`src/hw/rtl/rgb_to_hsl_converter_macros.svh`:
```
// ----------------------------------------------------------------------------
// rgb to hsl converter assertion macros
// shared concurrent assertion forms used at the end of the top level
// ----------------------------------------------------------------------------
`ifndef RGB_TO_HSL_CONVERTER_MACROS_SVH
`define RGB_TO_HSL_CONVERTER_MACROS_SVH

// same-cycle implication, disabled while reset is asserted
`define RHC_ASSERT_IMPLY(lbl, clk, rst_n, ante, cons, msg) \
  lbl: assert property (@(posedge clk) disable iff (!rst_n) (ante) |-> (cons)) \
    else $error(msg);

// next-cycle implication, disabled while reset is asserted
`define RHC_ASSERT_NEXT(lbl, clk, rst_n, ante, cons, msg) \
  lbl: assert property (@(posedge clk) disable iff (!rst_n) (ante) |=> (cons)) \
    else $error(msg);

`endif

```
`src/hw/rtl/rhc_pkg.sv`:
```
// ----------------------------------------------------------------------------
// rhc_pkg
// widths, constants and shared types of the rgb to hsl converter
// ----------------------------------------------------------------------------
`default_nettype none

package rhc_pkg;

  localparam int COMP_W  = 8;
  localparam int HUE_W   = 15;
  localparam int SAT_W   = 15;
  localparam int LIGHT_W = 15;

  localparam int IN_DATA_W  = ((3 * COMP_W + 7) / 8) * 8;
  localparam int OUT_DATA_W = ((HUE_W + SAT_W + LIGHT_W + 7) / 8) * 8;

  // divider lanes: hue fraction and saturation
  localparam int NUM_LANES = 2;
  localparam int LANE_HUE  = 0;
  localparam int LANE_SAT  = 1;
  localparam int NUM_W     = 23;
  localparam int DEN_W     = COMP_W;
  localparam int QUO_W     = 15;
  localparam int DIV_STEP_BITS = 3;

  localparam int SUM_W = COMP_W + 1;

  // sum thresholds for the saturation denominator
  localparam logic [SUM_W-1:0] HALF_SUM = 9'd255;
  localparam logic [SUM_W-1:0] FULL_SUM = 9'd510;

  localparam logic [NUM_W-1:0] HUE_SIXTH  = 23'd3840;
  localparam logic [NUM_W-1:0] FULL_SCALE = 23'd25600;
  localparam logic [HUE_W-1:0] HUE_TURN   = 15'd23040;
  localparam logic [HUE_W-1:0] HUE_THIRD  = 15'd7680;
  localparam logic [HUE_W-1:0] HUE_2THIRD = 15'd15360;

  // floor(2560*sum/51) as sum * round_up(2560 * 2^27 / 51) >> 27
  localparam int LIGHT_SHIFT  = 27;
  localparam int LIGHT_MULT_W = 33;
  localparam int LIGHT_PROD_W = SUM_W + LIGHT_MULT_W;
  localparam logic [LIGHT_MULT_W-1:0] LIGHT_MULT = 33'd6737203602;

  typedef logic [NUM_W-1:0] num_t;
  typedef logic [DEN_W-1:0] den_t;
  typedef logic [QUO_W-1:0] quo_t;

  typedef enum logic [1:0] {
    SECTOR_RED   = 2'd0,
    SECTOR_GREEN = 2'd1,
    SECTOR_BLUE  = 2'd2
  } hue_sector_e;

  // per-pixel data that rides alongside the divider
  typedef struct packed {
    logic                grey;
    hue_sector_e         sector;
    logic                neg;
    logic [LIGHT_W-1:0]  light;
  } side_t;

endpackage

`default_nettype wire

```
`src/hw/rtl/rhc_prep.sv`:
```
// ----------------------------------------------------------------------------
// rhc_prep
// two-stage front end: extremes and sector, then numerators and lightness
// ----------------------------------------------------------------------------
`default_nettype none

module rhc_prep (
  input  wire logic                                    clk_i,
  input  wire logic                                    rst_ni,
  input  wire logic                                    in_valid_i,
  output logic                                         in_ready_o,
  input  wire logic [rhc_pkg::COMP_W-1:0]              red_i,
  input  wire logic [rhc_pkg::COMP_W-1:0]              green_i,
  input  wire logic [rhc_pkg::COMP_W-1:0]              blue_i,
  output logic                                         out_valid_o,
  input  wire logic                                    out_ready_i,
  output rhc_pkg::num_t [rhc_pkg::NUM_LANES-1:0]       num_o,
  output rhc_pkg::den_t [rhc_pkg::NUM_LANES-1:0]       den_o,
  output rhc_pkg::side_t                               side_o
);
  import rhc_pkg::*;

  // stage 1 registers
  logic               s1_valid_q;
  logic [COMP_W-1:0]  s1_absdiff_q, s1_absdiff_d;
  logic               s1_neg_q, s1_neg_d;
  hue_sector_e        s1_sector_q, s1_sector_d;
  logic [COMP_W-1:0]  s1_delta_q, s1_delta_d;
  den_t               s1_den_q, s1_den_d;
  logic [SUM_W-1:0]   s1_sum_q, s1_sum_d;

  // stage 2 registers
  logic                          s2_valid_q;
  num_t [NUM_LANES-1:0]          s2_num_q, s2_num_d;
  den_t [NUM_LANES-1:0]          s2_den_q, s2_den_d;
  side_t                         s2_side_q, s2_side_d;

  logic adv1, adv2;

  logic [COMP_W-1:0]       mx, mn;
  logic signed [COMP_W:0]  diff;
  logic [LIGHT_PROD_W-1:0] light_prod;

  assign adv2       = !s2_valid_q || out_ready_i;
  assign adv1       = !s1_valid_q || adv2;
  assign in_ready_o = adv1;

  // max with red over green over blue on ties
  always_comb begin
    if (red_i >= green_i && red_i >= blue_i) begin
      s1_sector_d = SECTOR_RED;
      mx          = red_i;
      diff        = $signed({1'b0, green_i}) - $signed({1'b0, blue_i});
    end else if (green_i >= blue_i) begin
      s1_sector_d = SECTOR_GREEN;
      mx          = green_i;
      diff        = $signed({1'b0, blue_i}) - $signed({1'b0, red_i});
    end else begin
      s1_sector_d = SECTOR_BLUE;
      mx          = blue_i;
      diff        = $signed({1'b0, red_i}) - $signed({1'b0, green_i});
    end
    if (red_i <= green_i) begin
      mn = (red_i <= blue_i) ? red_i : blue_i;
    end else begin
      mn = (green_i <= blue_i) ? green_i : blue_i;
    end
    s1_neg_d     = diff[COMP_W];
    s1_absdiff_d = diff[COMP_W] ? COMP_W'(-diff) : diff[COMP_W-1:0];
    s1_delta_d   = mx - mn;
    s1_sum_d     = {1'b0, mx} + {1'b0, mn};
    if (s1_sum_d < HALF_SUM) begin
      s1_den_d = s1_sum_d[DEN_W-1:0];
    end else begin
      s1_den_d = DEN_W'(FULL_SUM - s1_sum_d);
    end
  end

  always_comb begin
    light_prod                = LIGHT_PROD_W'(s1_sum_q) * LIGHT_PROD_W'(LIGHT_MULT);
    s2_num_d[LANE_HUE]        = NUM_W'(s1_absdiff_q) * HUE_SIXTH;
    s2_num_d[LANE_SAT]        = NUM_W'(s1_delta_q) * FULL_SCALE;
    s2_den_d[LANE_HUE]        = s1_delta_q;
    s2_den_d[LANE_SAT]        = s1_den_q;
    s2_side_d.grey            = (s1_delta_q == '0);
    s2_side_d.sector          = s1_sector_q;
    s2_side_d.neg             = s1_neg_q;
    s2_side_d.light           = light_prod[LIGHT_SHIFT +: LIGHT_W];
  end

  always_ff @(posedge clk_i or negedge rst_ni) begin
    if (!rst_ni) begin
      s1_valid_q <= 1'b0;
      s2_valid_q <= 1'b0;
    end else begin
      if (adv1) begin
        s1_valid_q <= in_valid_i;
      end
      if (adv2) begin
        s2_valid_q <= s1_valid_q;
      end
    end
  end

  always_ff @(posedge clk_i) begin
    if (adv1) begin
      s1_absdiff_q <= s1_absdiff_d;
      s1_neg_q     <= s1_neg_d;
      s1_sector_q  <= s1_sector_d;
      s1_delta_q   <= s1_delta_d;
      s1_den_q     <= s1_den_d;
      s1_sum_q     <= s1_sum_d;
    end
    if (adv2) begin
      s2_num_q  <= s2_num_d;
      s2_den_q  <= s2_den_d;
      s2_side_q <= s2_side_d;
    end
  end

  assign out_valid_o = s2_valid_q;
  assign num_o       = s2_num_q;
  assign den_o       = s2_den_q;
  assign side_o      = s2_side_q;

endmodule

`default_nettype wire

```
`src/hw/rtl/rhc_div.sv`:
```
// ----------------------------------------------------------------------------
// rhc_div
// pipelined restoring divider, several lanes, STEP_BITS quotient bits a stage
// ----------------------------------------------------------------------------
`default_nettype none

module rhc_div #(
  parameter int LANES     = 2,
  parameter int NUM_W     = 23,
  parameter int DEN_W     = 8,
  parameter int QUO_W     = 15,
  parameter int STEP_BITS = 3,
  parameter int SIDE_W    = 1
) (
  input  wire logic                         clk_i,
  input  wire logic                         rst_ni,
  input  wire logic                         in_valid_i,
  output logic                              in_ready_o,
  input  wire logic [LANES-1:0][NUM_W-1:0]  num_i,
  input  wire logic [LANES-1:0][DEN_W-1:0]  den_i,
  input  wire logic [SIDE_W-1:0]            side_i,
  output logic                              out_valid_o,
  input  wire logic                         out_ready_i,
  output logic [LANES-1:0][QUO_W-1:0]       quo_o,
  output logic [LANES-1:0][DEN_W-1:0]       rem_o,
  output logic [SIDE_W-1:0]                 side_o
);

  localparam int STAGES = (QUO_W + STEP_BITS - 1) / STEP_BITS;

  // quotient fits QUO_W bits, so the top numerator bits start below the divisor
  logic [STAGES-1:0]                        valid_q;
  logic [STAGES-1:0][LANES-1:0][DEN_W-1:0]  rem_q, rem_d;
  logic [STAGES-1:0][LANES-1:0][QUO_W-1:0]  nq_q, nq_d;
  logic [STAGES-1:0][LANES-1:0][DEN_W-1:0]  den_q;
  logic [STAGES-1:0][SIDE_W-1:0]            side_q;
  logic [STAGES-1:0]                        adv;

  for (genvar s = 0; s < STAGES; s++) begin : g_stage
    logic                         prev_valid;
    logic [LANES-1:0][DEN_W-1:0]  prev_rem;
    logic [LANES-1:0][QUO_W-1:0]  prev_nq;
    logic [LANES-1:0][DEN_W-1:0]  prev_den;
    logic [SIDE_W-1:0]            prev_side;

    if (s == 0) begin : g_first
      assign prev_valid = in_valid_i;
      assign prev_den   = den_i;
      assign prev_side  = side_i;
      for (genvar l = 0; l < LANES; l++) begin : g_lane
        assign prev_rem[l] = DEN_W'(num_i[l] >> QUO_W);
        assign prev_nq[l]  = num_i[l][QUO_W-1:0];
      end
    end else begin : g_rest
      assign prev_valid = valid_q[s-1];
      assign prev_rem   = rem_q[s-1];
      assign prev_nq    = nq_q[s-1];
      assign prev_den   = den_q[s-1];
      assign prev_side  = side_q[s-1];
    end

    if (s == STAGES - 1) begin : g_last
      assign adv[s] = !valid_q[s] || out_ready_i;
    end else begin : g_mid
      assign adv[s] = !valid_q[s] || adv[s+1];
    end

    for (genvar l = 0; l < LANES; l++) begin : g_calc
      always_comb begin : step
        logic [DEN_W:0]   trial;
        logic [DEN_W-1:0] r;
        logic [QUO_W-1:0] nq;
        r     = prev_rem[l];
        nq    = prev_nq[l];
        trial = '0;
        for (int j = 0; j < STEP_BITS; j++) begin
          if (s * STEP_BITS + j < QUO_W) begin
            trial = {r, nq[QUO_W-1]};
            nq    = {nq[QUO_W-2:0], 1'b0};
            if (trial >= {1'b0, prev_den[l]}) begin
              trial = trial - {1'b0, prev_den[l]};
              nq[0] = 1'b1;
            end
            r = trial[DEN_W-1:0];
          end
        end
        rem_d[s][l] = r;
        nq_d[s][l]  = nq;
      end
    end

    always_ff @(posedge clk_i or negedge rst_ni) begin
      if (!rst_ni) begin
        valid_q[s] <= 1'b0;
      end else if (adv[s]) begin
        valid_q[s] <= prev_valid;
      end
    end

    always_ff @(posedge clk_i) begin
      if (adv[s]) begin
        rem_q[s]  <= rem_d[s];
        nq_q[s]   <= nq_d[s];
        den_q[s]  <= prev_den;
        side_q[s] <= prev_side;
      end
    end
  end

  assign in_ready_o  = adv[0];
  assign out_valid_o = valid_q[STAGES-1];
  assign quo_o       = nq_q[STAGES-1];
  assign rem_o       = rem_q[STAGES-1];
  assign side_o      = side_q[STAGES-1];

endmodule

`default_nettype wire

```
`src/hw/rtl/rhc_post.sv`:
```
// ----------------------------------------------------------------------------
// rhc_post
// hue assembly with wrap, grey override and output register
// ----------------------------------------------------------------------------
`default_nettype none

module rhc_post (
  input  wire logic                                  clk_i,
  input  wire logic                                  rst_ni,
  input  wire logic                                  in_valid_i,
  output logic                                       in_ready_o,
  input  wire rhc_pkg::quo_t [rhc_pkg::NUM_LANES-1:0] quo_i,
  input  wire rhc_pkg::den_t [rhc_pkg::NUM_LANES-1:0] rem_i,
  input  wire rhc_pkg::side_t                        side_i,
  output logic                                       out_valid_o,
  input  wire logic                                  out_ready_i,
  output logic [rhc_pkg::HUE_W-1:0]                  hue_o,
  output logic [rhc_pkg::SAT_W-1:0]                  sat_o,
  output logic [rhc_pkg::LIGHT_W-1:0]                light_o,
  output logic                                       grey_o
);
  import rhc_pkg::*;

  logic                valid_q;
  logic [HUE_W-1:0]    hue_q, hue_d;
  logic [SAT_W-1:0]    sat_q, sat_d;
  logic [LIGHT_W-1:0]  light_q;
  logic                grey_q;
  logic                adv;

  logic [HUE_W-1:0]    base;
  logic [HUE_W:0]      hue_sum;
  logic                frac_rem;

  assign adv        = !valid_q || out_ready_i;
  assign in_ready_o = adv;

  always_comb begin
    case (side_i.sector)
      SECTOR_RED:   base = side_i.neg ? HUE_TURN : '0;
      SECTOR_GREEN: base = HUE_THIRD;
      SECTOR_BLUE:  base = HUE_2THIRD;
      default:      base = '0;
    endcase
    // negative fraction rounds down: subtract one more when there is a remainder
    frac_rem = |rem_i[LANE_HUE];
    if (side_i.neg) begin
      hue_sum = {1'b0, base} - (HUE_W+1)'(quo_i[LANE_HUE]) - (HUE_W+1)'(frac_rem);
    end else begin
      hue_sum = {1'b0, base} + (HUE_W+1)'(quo_i[LANE_HUE]);
    end
    if (side_i.grey) begin
      hue_d = '0;
      sat_d = '0;
    end else begin
      hue_d = hue_sum[HUE_W-1:0];
      sat_d = SAT_W'(quo_i[LANE_SAT]);
    end
  end

  always_ff @(posedge clk_i or negedge rst_ni) begin
    if (!rst_ni) begin
      valid_q <= 1'b0;
    end else if (adv) begin
      valid_q <= in_valid_i;
    end
  end

  always_ff @(posedge clk_i) begin
    if (adv) begin
      hue_q   <= hue_d;
      sat_q   <= sat_d;
      light_q <= side_i.light;
      grey_q  <= side_i.grey;
    end
  end

  assign out_valid_o = valid_q;
  assign hue_o       = hue_q;
  assign sat_o       = sat_q;
  assign light_o     = light_q;
  assign grey_o      = grey_q;

endmodule

`default_nettype wire

```
`src/hw/rtl/rgb_to_hsl_converter.sv`:
```
// the result passes the front-end stages, the divider stages and the output register
// throughput: one pixel per clock while the output is not stalled; every stage holds its own valid bit
// the divider stages, each resolving DIV_STEP_BITS quotient bits, set the depth
// a stalled output stalls only the stages behind it, bubbles are squeezed out
// reset clears the valid bits only, not the data register state
// ----------------------------------------------------------------------------
// rgb_to_hsl_converter
// streaming rgb pixel to hue, saturation and lightness in fixed point
// ----------------------------------------------------------------------------
`default_nettype none
`include "rgb_to_hsl_converter_macros.svh"

module rgb_to_hsl_converter #(
  parameter int DIV_STEP_BITS = rhc_pkg::DIV_STEP_BITS
) (
  input  wire logic                              clk_i,
  input  wire logic                              rst_ni,
  // input pixel request
  input  wire logic                              s_axis_tvalid_i,
  output logic                                   s_axis_tready_o,
  // red [7:0], green [15:8], blue [23:16]
  input  wire logic [rhc_pkg::IN_DATA_W-1:0]     s_axis_tdata_i,
  // result request
  output logic                                   m_axis_tvalid_o,
  input  wire logic                              m_axis_tready_i,
  // hue [14:0], saturation [29:15], lightness [44:30], zero [47:45]
  output logic [rhc_pkg::OUT_DATA_W-1:0]         m_axis_tdata_o,
  // is_grey [0]
  output logic                                   m_axis_tuser_o
);
  import rhc_pkg::*;

  localparam int SIDE_W = $bits(side_t);

  // front end to divider
  logic                     prep_valid, prep_ready;
  num_t [NUM_LANES-1:0]     prep_num;
  den_t [NUM_LANES-1:0]     prep_den;
  side_t                    prep_side;

  // divider to back end
  logic                     div_valid, div_ready;
  quo_t [NUM_LANES-1:0]     div_quo;
  den_t [NUM_LANES-1:0]     div_rem;
  logic [SIDE_W-1:0]        div_side;
  side_t                    post_side;

  logic [HUE_W-1:0]         hue;
  logic [SAT_W-1:0]         sat;
  logic [LIGHT_W-1:0]       light;
  logic                     grey;

  // max/min, sector, signed difference; then the two dividends and lightness
  rhc_prep u_prep (
    .clk_i       (clk_i),
    .rst_ni      (rst_ni),
    .in_valid_i  (s_axis_tvalid_i),
    .in_ready_o  (s_axis_tready_o),
    .red_i       (s_axis_tdata_i[COMP_W-1:0]),
    .green_i     (s_axis_tdata_i[2*COMP_W-1:COMP_W]),
    .blue_i      (s_axis_tdata_i[3*COMP_W-1:2*COMP_W]),
    .out_valid_o (prep_valid),
    .out_ready_i (prep_ready),
    .num_o       (prep_num),
    .den_o       (prep_den),
    .side_o      (prep_side)
  );

  // lane 0: 3840*|diff| / delta, lane 1: 25600*delta / denominator
  rhc_div #(
    .LANES     (NUM_LANES),
    .NUM_W     (NUM_W),
    .DEN_W     (DEN_W),
    .QUO_W     (QUO_W),
    .STEP_BITS (DIV_STEP_BITS),
    .SIDE_W    (SIDE_W)
  ) u_div (
    .clk_i       (clk_i),
    .rst_ni      (rst_ni),
    .in_valid_i  (prep_valid),
    .in_ready_o  (prep_ready),
    .num_i       (prep_num),
    .den_i       (prep_den),
    .side_i      (prep_side),
    .out_valid_o (div_valid),
    .out_ready_i (div_ready),
    .quo_o       (div_quo),
    .rem_o       (div_rem),
    .side_o      (div_side)
  );

  assign post_side = side_t'(div_side);

  // sector offset, floor of a negative fraction, wrap into one turn
  rhc_post u_post (
    .clk_i       (clk_i),
    .rst_ni      (rst_ni),
    .in_valid_i  (div_valid),
    .in_ready_o  (div_ready),
    .quo_i       (div_quo),
    .rem_i       (div_rem),
    .side_i      (post_side),
    .out_valid_o (m_axis_tvalid_o),
    .out_ready_i (m_axis_tready_i),
    .hue_o       (hue),
    .sat_o       (sat),
    .light_o     (light),
    .grey_o      (grey)
  );

  // pack result, zero fill to whole bytes
  assign m_axis_tdata_o = {(OUT_DATA_W - HUE_W - SAT_W - LIGHT_W)'(0), light, sat, hue};
  assign m_axis_tuser_o = grey;

  // grey pixels carry no hue and no saturation
  `RHC_ASSERT_IMPLY(a_grey_zero, clk_i, rst_ni, m_axis_tvalid_o && grey,
    hue == '0 && sat == '0, "grey result with nonzero hue or saturation")

  // hue stays inside one turn, the others inside full scale
  `RHC_ASSERT_IMPLY(a_range, clk_i, rst_ni, m_axis_tvalid_o,
    hue < HUE_TURN && sat <= 15'd25600 && light <= 15'd25600,
    "result field out of range")

  // input side only backs up when every stage is full and the output is stalled
  `RHC_ASSERT_IMPLY(a_full_stall, clk_i, rst_ni, !s_axis_tready_o,
    m_axis_tvalid_o && !m_axis_tready_i, "input stalled while pipeline has room")

  // a full pipeline still has a result to offer on the next cycle
  `RHC_ASSERT_NEXT(a_full_holds, clk_i, rst_ni, !s_axis_tready_o,
    m_axis_tvalid_o, "full pipeline lost its result")

endmodule

`default_nettype wire
```
`config.mk`:
```
export PLATFORM = sky130hd
export DESIGN_NAME = rgb_to_hsl_converter
export DESIGN_NICKNAME = d
export VERILOG_FILES = /design/src/hw/rtl/rhc_pkg.sv /design/src/hw/rtl/rhc_prep.sv /design/src/hw/rtl/rhc_div.sv /design/src/hw/rtl/rhc_post.sv /design/src/hw/rtl/rgb_to_hsl_converter.sv
export VERILOG_INCLUDE_DIRS = /design/src /design/src/hw/rtl
export SDC_FILE = /design/constraint.sdc
export NUM_CORES = 1
export LEC_CHECK = 0
export ABC_AREA = 1
export BUFFER_PORTS_ARGS = -buffer_cell sky130_fd_sc_hd__buf_2
export CORE_ASPECT_RATIO = 0.8
export CORE_MARGIN = 2
export CORE_UTILIZATION = 30
export DETAILED_ROUTE_END_ITERATION = 10
export GPL_ROUTABILITY_DRIVEN = 0
export MAX_ROUTING_LAYER = met4
export PLACE_DENSITY = 0.4
export SLEW_MARGIN = 20
export SYNTH_ARGS = -nofsm -noshare
export SYNTH_HDL_FRONTEND = slang
export SYNTH_HIERARCHICAL = 1
export SYNTH_SLANG_ARGS = --single-unit
```
`constraint.sdc`:
```
create_clock -name clk_i -period 11.4 [get_ports clk_i]
set_clock_uncertainty 0.1 [all_clocks]
set_input_delay 0.57 -clock clk_i [delete_from_list [all_inputs] [get_ports clk_i]]
set_output_delay 0.57 -clock clk_i [all_outputs]
set_load 0.01 [all_outputs]
```
# [Yosys cells after proc, flatten, opt, wreduce, memory -nomap -nowiden]
# Cells that the tools add are included.
[totals] regBits=478 wordCells=237 out_inout_bits=51 inputBits=28
[classes] order_cmp=37 mux=72 mul=3 n_reduce_logical=20 add_sub_neg=39 n_eq_ne=2
[op_table] op="$mux W8" count=36
[op_table] op="$ge A9 B8 Y1" count=29
[op_table] op="$sub A8 B8 Y8" count=29
[op_table] op="$pmux W15 S3" count=1
[op_table] op="$mul A9 B32 Y41 const B" count=1
[op_table] op="$mux W1" count=30
[op_table] op="$mux W15" count=2
[op_table] op="$sub A8 B8 Y9" count=3
[op_table] op="$ge A8 B8 Y1" count=3
[op_table] op="$le A8 B8 Y1" count=3
[op_table] op="$mux W9" count=2
[op_table] op="$add A15 B15 Y15" count=1
[op_table] op="$sub A15 B1 Y15" count=1
[op_table] op="$sub A15 B15 Y15" count=1
[op_table] op="$mul A8 B5 Y13 const B" count=1
[op_table] op="$mul A8 B4 Y12 const B" count=1
[op_table] op="$add A8 B8 Y9" count=1
[op_table] op="$lt A9 B8 Y1 const B" count=1
[op_table] op="$ge A6 B8 Y1" count=1
[op_table] op="$logic_not A1 Y1" count=8
[op_table] op="$logic_not A8 Y1" count=1
[op_table] op="$logic_or A1 B1 Y1" count=8
[op_table] op="$neg A8 Y8" count=1
[op_table] op="$reduce_or A8 Y1" count=1
[op_table] op="other kinds (7)" count=7

# [Depth between registers and ports, before layout]
[depth] word_depth=9 mapped_depth=33 ltp_nobuf=33

# [Modules after synthesis]
# Netlist, hierarchy kept.
[modules_own_cells] module="rhc_div" cells_each=2870 instances=1 area_each_um2=26125.1 seq_area_each_um2=11806.3
[modules_own_cells] module="rhc_prep" cells_each=1088 instances=1 area_each_um2=9454.1 seq_area_each_um2=2752.6
[modules_own_cells] module="rhc_post" cells_each=333 instances=1 area_each_um2=2945.3 seq_area_each_um2=1406.3
[modules_own_cells] module="rgb_to_hsl_converter" cells_each=4 instances=1 area_each_um2=26.3 seq_area_each_um2=0.0

# [Worst setup path after synthesis]
# Ideal clock, no wire load.
[synth_path] path_kind="input port to flip-flop" start="input port m_axis_tready_i" end="register u_prep.s2_den_q (netlist bit u_prep/den_o[0]), enable pin" setup_slack_ns=0.796 cell_stages=12 arrival_ns=10.088 path_buffers=0 setup_ns=0.416 required_time_ns=10.884 path_cell_list="inv_1 nand2_1 nor2_1 inv_1 nor2_1 inv_1 nor2_1 inv_1 nor2_1 nand2_1 inv_1 nand2_1"
[synth_between] elab_chain_cells=7
[synth_lines] element="from (decl)" line="rgb_to_hsl_converter.sv:25" source="input wire logic m_axis_tready_i,"
[synth_lines] element="$logic_or A1 B1 Y1" line="rhc_post.sv:35" source="assign adv = !valid_q || out_ready_i;"
[synth_lines] element="named net div_ready" line="rgb_to_hsl_converter.sv:42" source="logic div_valid, div_ready;"
[synth_lines] element="$logic_or A1 B1 Y1" line="rhc_div.sv:63" source="assign adv[s] = !valid_q[s] || out_ready_i;"
[synth_lines] element="named net u_div.adv[4]" line="rhc_div.sv:37" source="logic [STAGES-1:0] adv;"
[synth_lines] element="$logic_or A1 B1 Y1" line="rhc_div.sv:65" source="assign adv[s] = !valid_q[s] || adv[s+1];"
[synth_lines] element="named net u_div.adv[3]" line="rhc_div.sv:37"
[synth_lines] element="$logic_or A1 B1 Y1" line="rhc_div.sv:65"
[synth_lines] element="named net u_div.adv[2]" line="rhc_div.sv:37"
[synth_lines] element="$logic_or A1 B1 Y1 (2 in a row)" line="rhc_div.sv:65"
[synth_lines] element="named net prep_ready" line="rgb_to_hsl_converter.sv:36" source="logic prep_valid, prep_ready;"
[synth_lines] element="$logic_or A1 B1 Y1" line="rhc_prep.sv:44" source="assign adv2 = !s2_valid_q || out_ready_i;"
[synth_lines] element="named net u_prep.adv2" line="rhc_prep.sv:38" source="logic adv1, adv2;"
[synth_lines] element="to (signal assigned)" line="rhc_prep.sv:116" source="s2_den_q <= s2_den_d;"
[synth_lines] element="to (decl)" line="rhc_prep.sv:35" source="den_t [NUM_LANES-1:0] s2_den_q, s2_den_d;"
# The timed path passes the listed nets, and every way through them passes these cells.
# A chain may end at the register's enable or synchronous reset.

# [Worst setup path in the final report]
[layout_path] start="register u_prep.s2_den_q (netlist bit u_prep/den_o[1])" end="register u_div.rem_q (netlist bit u_div/g_stage[1].prev_rem[6]) (data pin)"
[layout_between] elab_chain_cells=6 word_cells_on_any_way=9 classes_between="add/sub (3); order compare (3); mux (3)"
[layout_lines] element="$sub A6 B8 Y8 or $ge A6 B8 Y1 (tied branches)" line="rhc_div.sv:81, rhc_div.sv:80"
[layout_lines] element="$mux W8" line="rhc_div.sv:80" source="if (trial >= {1'b0, prev_den[l]}) begin"
[layout_lines] element="$sub A8 B8 Y8 or $ge A9 B8 Y1 (tied branches)" line="rhc_div.sv:81, rhc_div.sv:80"
[layout_lines] element="$mux W8" line="rhc_div.sv:80"
[layout_lines] element="$sub A8 B8 Y8 or $ge A9 B8 Y1 (tied branches)" line="rhc_div.sv:81, rhc_div.sv:80"
[layout_lines] element="$mux W8 *" line="rhc_div.sv:80"
[layout_lines] element="named net u_div.g_stage[0].g_calc[0].step.trial[6]" line="rhc_div.sv:70" source="logic [DEN_W:0] trial;"
[layout_lines] element="to (signal, indexed assignment)" line="rhc_div.sv:102" source="rem_q[s] <= rem_d[s];"
[layout_lines] element="to (decl)" line="rhc_div.sv:33" source="logic [STAGES-1:0][LANES-1:0][DEN_W-1:0] rem_q, rem_d;"
# The timed path passes the listed nets; every way through them passes the cells marked *.

==> results.py <==
metrics = {
    "routing": {
        "firstDrtPassIters": 5,
        "drtIter0Drc": 1476,
        "vias": 27270,
        "post_drt_wl_per_cell_um": 15.2,
        "wl_mm": 92.3,
        "ant_nets": 0,
        "drcViolationCount": 0,
        "via_per_inst": 4.50,
    },
    "clock_tree": {
        "post-cts-setup-buffer-count": 0,
        "cts_buffers": 66,
        "cts_resized": 0,
        "clock_sinks": 525,
        "htreeDepth": 3,
        "cts_buffer_depth": 3,
        "insertion_delay_ns": 0.63,
        "clk_pin_slew_ns": 0.06,
        "cts-root-buf": "clkbuf_16",
        "cts_tree": "yes",
    },
    "status": {
        "outcome": "complete, no violations",
    },
    "sta": {
        "finalHoldViolCount": 0,
        "final.min_clock_period_ns": 5.90,
        "tns_ns": 0,
        "fmax_mhz": 169,
        "period_share_pct": 51.8,
        "tightest_slew_ns": 0.931,
        "maxSlewViolCount": 0,
        "finalSetupViolCount": 0,
        "rsz0062_at_grt": "false",
        "slew_headroom_pct": 37.9,
    },
    "placement": {
        "port_buffers": 75,
        "dpl.cell_count": 5937,
        "hpwl_mm": 72.8,
    },
    "worst_setup_path": {
        "critPathLaunchType": "flop",
        "critPathMaxFanout": 11,
        "r2r_cells": 29,
        "cp_slowest_cell": "edfxtp_1",
        "path_class": "flop to flop",
        "cp_common_cell": "nand2_1",
        "cp.arrival_ns": 6.29,
        "critPathMaxStageDelay_ns": 0.53,
        "cp.required_ns": 11.79,
        "cp-end-kind": "flop",
    },
    "floorplan": {
        "io-pin-count": 79,
        "start_util_pct": 30.3,
        "dieArea_mm2": 0.130,
        "core_mm2": 0.126,
        "die_x_um": 402,
        "die_y_um": 323,
        "rows": 116,
    },
    "finish": {
        "diodes": 0,
        "fin_util_pct": 33.7,
        "regArea_mm2": 0.0157,
        "drive_gt1_share_pct": 9.10,
        "layout.nets": 4867,
        "area_growth_pct": 11.1,
        "multiInputGateArea_mm2": 0.0193,
        "fillCellCount": 12985,
        "layoutNonFillerInstCount": 6059,
    },
    "min_path": {
        "min_path_type": "input port to async pin",
    },
    "synthesis": {
        "postSynthAreaPerCell_um2": 8.98,
        "syn_area_mm2": 0.0381,
        "yosysWarnings": 6,
        "synth_cells": 4241,
    },
    "global_routing": {
        "grt.total_usage_pct": 14.8,
        "grt_overflow": 0,
        "grt_pass1_vias": 26605,
        "antenna_found_initial": 2,
        "grt_pass1_wl_mm": 148,
        "grt_max_degree": 63,
    },
    "job": {
        "drv_cap": 0,
    },
}
[registers in the layout (all words and copies together), names as in the netlist, 19 cells and up]
signal and flops:
u_div/den_q 64, u_div/g_stage.g_calc.step.nq 96, u_div/g_stage.prev_nq 24, u_div/g_stage.prev_rem 64
u_div/g_stage.prev_side 76, u_div/quo_o 30, u_div/side_o 19, u_prep/num_o 22
u_prep/side_o 19
[per-stage QoR]
stage	hold WS (ns)	worst slack (ns)	area, µm²
final	0.232	5.50	42300
after floorplan	0.174	0.955	38200
after CTS	0.166	5.45	42300
after detailed placement	0.305	5.49	40200
after global placement	0.301	5.48	40200
after global routing	0.220	4.82	42300
[placed cells by master, fill, tap and decap left out, drive strengths merged, types with 16 or more instances in the layout]
cell    count
nand3b     31
clkbuf     81
conb       24
xor2      121
o21bai     19
nor2      259
nand3     221
buf        84
xnor2      73
edfxtp    517
nor3       28
nand2    1109
o211ai     16
ha        416
a21oi     271
inv       699
clkinv     25
or2        26
o21ai     145
fa         68
nand4      76
[critical path, delay by kind of cell, from the launching register on]
kind,cells,cell delay [ns]
AO/OA/AOI/OAI,4,1.20
AND/OR/NAND/NOR,19,2.35
buffers and inverters,3,0.58
adder cells (fa/ha/maj),3,1.00
flip-flops,1,0.53
[final cells by class]
cell class	count	area share, %
Timing Repair Buffer	86	1.09
Clock inverter	39	0.914
Sequential cell	525	37.2
Clock buffer	81	4.06
Tap cell	1652	4.88
Inverter	695	6.20
Multi-Input combinational cell	2981	45.7
[path summary, 6_finish.rpt]
kind | startpoint | end | slack (ns)
max | u_prep/den_o[1] | u_div/g_stage[1].prev_rem[6] | 5.50
min | rst_ni | u_div/g_stage[4].prev_valid | 0.23
max reg2reg | u_prep/den_o[1] | u_div/g_stage[1].prev_rem[6] | 5.50
min reg2reg | u_div/g_stage[2].g_calc[0].step.nq[9] | u_div/g_stage[3].g_calc[0].step.nq[12] | 0.30
max in group asynchronous | rst_ni | u_div/g_stage[1].prev_valid | 10.77
min in group clk_i | m_axis_tready_i | u_post/out_valid_o | 0.25
[what timing repair did]
| item | 4_1_cts | 5_1_grt |
|---|---|---|
| hold buffers | 2 | 0 |
| hold endpoints to repair | 9 | 0 |
| endpoints found under the setup margin | 0 | 0 |
[routing by layer]
layer / routed length (µm) / track usage, % / vias up
li1: - / - / 14319
met1: 48800 / 21.3 / 12470
met2: 38400 / 21.6 / 384
met3: 3320 / 2.34 / 97
met4: 1790 / 3.43 / 0
met5: 0 / - / -
Power is not shown: default switching activity piles up to over one toggle a cycle in this logic, so the estimate is an artifact.
